`config.mk`:
```
export PLATFORM = sky130hd
export DESIGN_NAME = ales_ram
export DESIGN_NICKNAME = d
export VERILOG_FILES = /design/src/rtl/ales_ram.sv
export SDC_FILE = /design/constraint.sdc
export NUM_CORES = 1
export LEC_CHECK = 0
export ABC_AREA = 1
export BUFFER_PORTS_ARGS = -buffer_cell sky130_fd_sc_hd__buf_2
export CORE_MARGIN = 3
export CORE_UTILIZATION = 45
export CTS_CLUSTER_DIAMETER = 60
export DETAILED_ROUTE_END_ITERATION = 8
export HOLD_SLACK_MARGIN = 0.03
export MAX_ROUTING_LAYER = met4
export PLACE_DENSITY_LB_ADDON = 0.15
export SYNTH_ARGS = -nofsm -noshare
export SYNTH_HDL_FRONTEND = slang
export SYNTH_SLANG_ARGS = --single-unit
```
`constraint.sdc`:
```
create_clock -name clk -period 3.1 [get_ports clk]
set_clock_uncertainty 0.05 [all_clocks]
set_input_delay 0.31 -clock clk [delete_from_list [all_inputs] [get_ports clk]]
set_output_delay 0.31 -clock clk [all_outputs]
set_load 0.02 [all_outputs]
```
`src/rtl/ales_ram.sv`:
```
`timescale 1ns / 1ps
`default_nettype none

// simple dual-port RAM, one write port, one registered read port
module ales_ram #(
  parameter int WIDTH = 8,
  parameter int DEPTH = 16
) (
  input  logic                     clk,
  input  logic                     we,
  input  logic [$clog2(DEPTH)-1:0] waddr,
  input  logic [WIDTH-1:0]         wdata,
  input  logic [$clog2(DEPTH)-1:0] raddr,
  output logic [WIDTH-1:0]         rdata
);

  logic [WIDTH-1:0] mem_r [DEPTH];
  logic [WIDTH-1:0] rdata_r;

  always_ff @(posedge clk) begin
    if (we) begin
      mem_r[waddr] <= wdata;
    end
    rdata_r <= mem_r[raddr];
  end

  assign rdata = rdata_r;

endmodule

`default_nettype wire

```
; Word level (Yosys, flattened, before mapping)
; Memories as Yosys holds them, arrays and structs flattened. A register that Yosys moved wholly into a read port is not among the register bits.
; Index checks and enable logic that the tools add are counted.
[classes]
muxes = 2
[op_table]
columns = op, n
row1 = 1-bit 2-to-1 mux, 2
[word_totals]
regBits = 0
mem_bits_rw = 128
input_bits = 18
output_inout_bits = 8
wordCells = 3
memories = 1
[memory_table]
columns = memory, words, word_bits, rd, rd_ports_with_merged_regs, write_ports, line_no
row1 = mem_r, 16, 8, 1, 1, 1, 17  ; logic [WIDTH-1:0] mem_r [DEPTH];

; Longest topological paths before layout
; Gate-level depths: netlist (run 1).
[depth]
depth_word = 2
depth_mapped = 8
depth_no_buf = 7

; Worst setup path after synthesis (run 1)
; No wires, ideal clock.
[synth_timing]
path_type = input port to flip-flop
start = input port waddr[2]
end = memory mem_r[10][0] (enable)
setup_time_ps = 370
t_arrival_ps = 891
required_ps = 2680
setup_slack_ps = 1789
cell_stages = 2
n_path_buf = 0
path_cell_list = nand3b_1 > nor2_1
[synth_rtl]
columns = item, line_no
row1 = start: declaration, 11  ; input logic [$clog2(DEPTH)-1:0] waddr,
row2 = end: declaration, 17
; No word-level cell before the write port.

==> results.json, run 1 <==
{
  "holdBufCountCts": 0,
  "crit_required_ns": 3.36,
  "r2r-start": "mem_r[3][7]",
  "hpwl_microns": 7816,
  "holdCritPathClass": "primary input to flip-flop",
  "r2r-end": "rdata[7]",
  "place_inst": 723,
  "synth_area_per_cell_sq_um": 10.47,
  "fin_crit_sh": 0.4743,
  "crit_path_end_kind": "flip-flop",
  "tns_ns": 0,
  "syn_nets": 569,
  "clock.fmax_mhz": 680.2,
  "num_rows": 40,
  "ys_seq_area_frac": 0.6943,
  "status": "finished, final reports clean",
  "initial_core_util": 0.4703,
  "die_w_microns": 119.2,
  "cts_tree": "built",
  "startpoint_type": "primary input",
  "pin_count": 26,
  "yosysWarnings": 0,
  "vias_per_cell": 4.970,
  "syn-instance-count": 551,
  "cp-startpoint": "raddr[1]",
  "cts_resized": 0,
  "routed-via-count": 3752,
  "ys_seq_elements": 136,
  "drc": 0,
  "worst_pin_slew_ns": 0.8860,
  "finalHoldViolCount": 0,
  "grt_setup_unrepaired": "no",
  "syn_area_sq_um": 5767,
  "final_nets": 592,
  "setup_violations": 0,
  "stdcell_count": 755,
  "r2r.worst_path.cells": 6,
  "clk_latency_ns": 0.42,
  "coreArea_sq_um": 12260,
  "cts.sinks": 136,
  "layout_common_cells": "173 x nand2_1, 128 x edfxtp_1, 100 x inv_1",
  "antenna_found_initial": 0,
  "synthToLayoutAreaGrowth_pct": 15.93,
  "first_iter_violations": 241,
  "antennaDiodeCount": 0,
  "ys_types": 12,
  "grt_max_degree": 65,
  "cts.path.max_buffers": 2,
  "cts_buffers": 17,
  "r2r_slack_ns": 1.93,
  "clkTransAtPathRegs_ns": 0.06,
  "portBuffers": 25,
  "gp_congestion": 0.8439,
  "crit_type": "primary input to flip-flop",
  "dieArea_sq_um": 14210,
  "synth_top_area_frac": 0.6665,
  "fin_crit_ns": 1.470,
  "cts_root_buf": "clkbuf_16",
  "synth_top_area_cell": "edfxtp_1",
  "power_density_nw_per_um2": 711.3,
  "synthTopCellsByArea": "edfxtp_1 67%, nand2_1 11%, nand3_1 8.4%",
  "ant_nets": 0,
  "drive_gt1_frac": 0.1056,
  "crit_arrival_ns": 1.73,
  "leakage_nw": 2.879,
  "track_usage": 0.1966,
  "layout_commonest_cell": "nand2_1",
  "relSlewSlack": 0.4071,
  "cp_max_fo": 33,
  "grt_pass1_wl_microns": 20050,
  "die_h_microns": 119.2,
  "wl_per_cell_microns": 17.07,
  "critPathCapture": "rdata[7]",
  "vdd_drop_max_v": 0.0004500,
  "slew_violations": 0,
  "postCtsSetupRepairBufs": 0,
  "grt_overflow_total": 0,
  "maxCapViolations": 0,
  "h-tree-depth": 4,
  "grt_pass1_vias": 3635,
  "wl_microns": 12890,
  "dr.pass1.iters": 4
}
==> flip-flops by register name, summed over array words and instances, names as in the netlist <==
name and count:
mem_r 128, rdata 8
==> critical path, cell delays in order <==
cell and delay (ns):
buf_2 0.07, buf_4 0.36, inv_2 0.35, nand3_1 0.20, nand3_1 0.13, nand3_1 0.20
nand2_1 0.08
==> layout make-up <==
class	count	area, sq um
Sequential cell	136	4004
Timing Repair Buffer	28	160.2
Multi-Input combinational cell	289	1214
Clock inverter	14	275.3
Inverter	102	382.9
Tap cell	168	210.2
Clock buffer	18	439.2
Fill cell	1082	5577
==> routing by layer <==
layer	up-vias	track usage	share of wire
met1	1820	0.2535	0.45
met4	0	0.06010	0.015
met2	95	0.3077	0.48
li1	1822	-	-
met3	15	0.05176	0.052
met5	-	-	0
==> cells in the mapped netlist <==
cell / number
buf_1: 1
buf_2: 13
buf_4: 4
buf_6: 6
dfxtp_1: 8
edfxtp_1: 128
inv_1: 100
inv_2: 2
nand2_1: 173
nand3_1: 97
nand3b_1: 2
nor2_1: 17
==> cells by family (layout without fill, tap and decap cells) <==
logic type | after synthesis | count (layout) | synth area share
buffers and inverters | 126 | 162 | 0.09525
DFF | 136 | 136 | 0.6943
and+or+nand+nor | 289 | 289 | 0.2105
==> power breakdown <==
group / total (mW) / internal [mW] / switching, mW
sequential: 2.07 / 2.06 / 0.0122
combinational: 0.254 / 0.0673 / 0.187
clock: 2.43 / 1.68 / 0.748
total: 4.76 / 3.81 / 0.947
==> how the worst min path moves through the flow <==
stage                      start           to  slack [ns]  depth (start not counted)
floorplan               wdata[0]  mem_r[0][0]        0.36                          0
CTS                     raddr[3]     rdata[4]        0.19                          3
detailed placement  mem_r[15][4]     rdata[4]        0.60                          6
global placement    mem_r[12][1]     rdata[1]        0.61                          6
finish                  raddr[3]     rdata[4]        0.21                          3
global route            raddr[3]     rdata[4]        0.21                          3
==> metrics by stage <==
| step | util | power (mW) | cell area, sq um | worst slack, ns | hold slack (ns) |
|---|---|---|---|---|---|
| floorplan | - | 2.264 | 5767 | 1.789 | 0.3589 |
| global placement | 0.4869 | 2.362 | 5971 | 1.188 | 0.6062 |
| detailed placement | 0.4869 | 2.362 | 5971 | 1.184 | 0.6035 |
| CTS | 0.5452 | 4.782 | 6685 | 1.619 | 0.1883 |
| global route | 0.5452 | 4.889 | 6685 | 1.515 | 0.2089 |
| finish | 0.5452 | 4.755 | 6685 | 1.630 | 0.2111 |
No activity file was read; power rests on OpenSTA's default activity.
==> run 2, diff against run 1 <==
--- a/config.mk
+++ b/config.mk
@@ -5,7 +5,7 @@
 export SDC_FILE = /design/constraint.sdc
 export NUM_CORES = 1
 export LEC_CHECK = 0
-export ABC_AREA = 1
+export ABC_AREA = 0
 export BUFFER_PORTS_ARGS = -buffer_cell sky130_fd_sc_hd__buf_2
 export CORE_MARGIN = 3
 export CORE_UTILIZATION = 45
==> constraint.sdc (replaced) <==
create_clock -name clk -period 1.47 [get_ports clk]
set_clock_uncertainty 0.05 [all_clocks]
set_input_delay 0.147 -clock clk [delete_from_list [all_inputs] [get_ports clk]]
set_output_delay 0.147 -clock clk [all_outputs]
set_load 0.02 [all_outputs]
==> run 2 against run 1 <==
Power rose by 92%; core utilization rose by 2.2 points; register-to-register slack got worse by 1.9 ns; synthesized cell count fell by 58%; wire length fell by 21%; critical path type is now flip-flop to flip-flop; largest cell class unchanged; largest power group is now sequential cells; highest routed layer unchanged.
==> results.json, run 2 <==
{
  "wl_per_cell_microns": 22.70,
  "setup_violations": 0,
  "gp_congestion": 0.7853,
  "drive_gt1_frac": 0.3355,
  "synth_top_area_cell": "edfxtp_1",
  "holdBufCountCts": 0,
  "die_w_microns": 113.0,
  "cts.path.max_buffers": 2,
  "synth_area_per_cell_sq_um": 22.48,
  "dieArea_sq_um": 12760,
  "hpwl_microns": 6594,
  "cts_root_buf": "clkbuf_16",
  "synthToLayoutAreaGrowth_pct": 21.58,
  "worst_pin_slew_ns": 0.9013,
  "syn_nets": 247,
  "ys.flop_type": "edfxtp_1",
  "holdCritPathClass": "primary input to flip-flop",
  "routed-via-count": 2498,
  "tns_ns": 0,
  "coreArea_sq_um": 11030,
  "first_iter_violations": 166,
  "track_usage": 0.1774,
  "clk_latency_ns": 0.41,
  "h-tree-depth": 4,
  "relSlewSlack": 0.3979,
  "synth_common_cells": "128 x edfxtp_1, 18 x mux4_2, 16 x a22oi_1",
  "ant_nets": 0,
  "grt_max_degree": 17,
  "cts_resized": 0,
  "slew_violations": 0,
  "crit_path_end_kind": "flip-flop",
  "synthArstFlopShare": 0,
  "crit_arrival_ns": 1.66,
  "final_nets": 312,
  "cts_tree": "built",
  "largest_reg_flops": 128,
  "grt_pass1_wl_microns": 15640,
  "cts.sinks": 136,
  "antennaDiodeCount": 0,
  "layout_commonest_cell": "edfxtp_1",
  "layout_common_cells": "128 x edfxtp_1, 27 x buf_4, 25 x buf_2",
  "clock.fmax_mhz": 701.9,
  "grt_overflow_total": 0,
  "cts_buffers": 17,
  "power_density_nw_per_um2": 1459,
  "grt_setup_unrepaired": "no",
  "antenna_found_initial": 0,
  "synth_top_area_frac": 0.7467,
  "crit_required_ns": 1.70,
  "initial_core_util": 0.4667,
  "yosys.cell_count.top_type": "edfxtp_1",
  "grt_pass1_vias": 2651,
  "wl_microns": 10150,
  "syn_area_sq_um": 5147,
  "die_h_microns": 113.0,
  "vias_per_cell": 5.588,
  "ys_seq_elements": 136,
  "syn-instance-count": 229,
  "clkTransAtPathRegs_ns": 0.05,
  "portBuffers": 25,
  "status": "finished, final reports clean",
  "pin_count": 26,
  "num_rows": 38,
  "fin_crit_sh": 0.9692,
  "ys_seq_area_frac": 0.7778,
  "finalHoldViolCount": 0,
  "yosysWarnings": 0,
  "synth_edf_count": 128,
  "vdd_drop_max_v": 0.0006880,
  "leakage_nw": 2.162,
  "ys_types": 19,
  "crit_type": "flip-flop to flip-flop",
  "synthTopCellsByArea": "edfxtp_1 75%, mux4_2 7.9%, mux4_1 7.1%",
  "hold_slack_ns": 0.06335,
  "maxCapViolations": 0,
  "dr.pass1.iters": 4,
  "drc": 0,
  "fin_crit_ns": 1.425,
  "postCtsSetupRepairBufs": 0,
  "top_register": "mem_r",
  "startpoint_type": "flip-flop",
  "cp_max_fo": 1
}
## run 2: changes by cell type after synthesis, sizes merged
cell	before	now
a22oi	0	16
and2	0	1
and2b	0	1
buf	24	7
clkdlybuf4s25	0	3
inv	102	0
mux4	0	32
nand2	173	9
nand2b	0	2
nand3	97	1
nor2	17	13
nor2b	0	1
nor3	0	4
or3b	0	1
## run 2: kinds of logic after synthesis
family,after synthesis,share of synthesized area
AOI/OAI and AO/OA,16,0.02334
DFF,136,0.7778
and+or+nand+nor,35,0.03184
muxes,32,0.1502
buffers and inverters,10,0.01677
## run 2: per-layer routing
| layer | part of all wire | GRT usage | vias to the layer above |
|---|---|---|---|
| li1 | - | - | 1106 |
| met1 | 0.45 | 0.2443 | 1294 |
| met2 | 0.48 | 0.2563 | 82 |
| met3 | 0.050 | 0.04278 | 16 |
| met4 | 0.021 | 0.07532 | 0 |
| met5 | 0 | - | - |
## run 2: layout make-up
type                    instances  area, sq um
repair buffers                 56        407.9
clock buffers                  18        429.2
well taps                     140        175.2
clock inverters                14        180.2
fillers                       824         4772
multi-input cells              83         1062
flip-flops and latches        136         4004
## run 2: final timing paths
path	startpoint	endpoint	slack, ns	depth (start not counted)
max	mem_r[1][3]	rdata[3]	0.05	3
min	wdata[0]	mem_r[9][0]	0.06	1
max reg2reg	mem_r[1][3]	rdata[3]	0.05	3
min reg2reg	mem_r[15][3]	rdata[3]	0.61	3
## run 2: worst max-delay path: stages (launching register included)
cell,delay [ns]
edfxtp_1,0.35
mux4_1,0.50
a22oi_1,0.32
nand2_1,0.08
## run 2: power by group
group          switching [mW]  internal [mW]
Combinational           0.257          0.196
Clock                    1.50           2.81
Sequential             0.0253           4.34
## run 2: per-stage QoR
step	worst slack, ns	area [sq um]	instances	utilization	power [mW]
after global routing	0.02058	6259	447	0.5674	9.427
final	0.04522	6259	447	0.5674	9.128
after floorplan	0.006854	5152	229	-	4.687
after detailed placement	-0.2435	5649	415	0.5121	4.901
after CTS	0.04624	6259	447	0.5674	9.213
after global placement	-0.2470	5649	415	0.5121	4.892
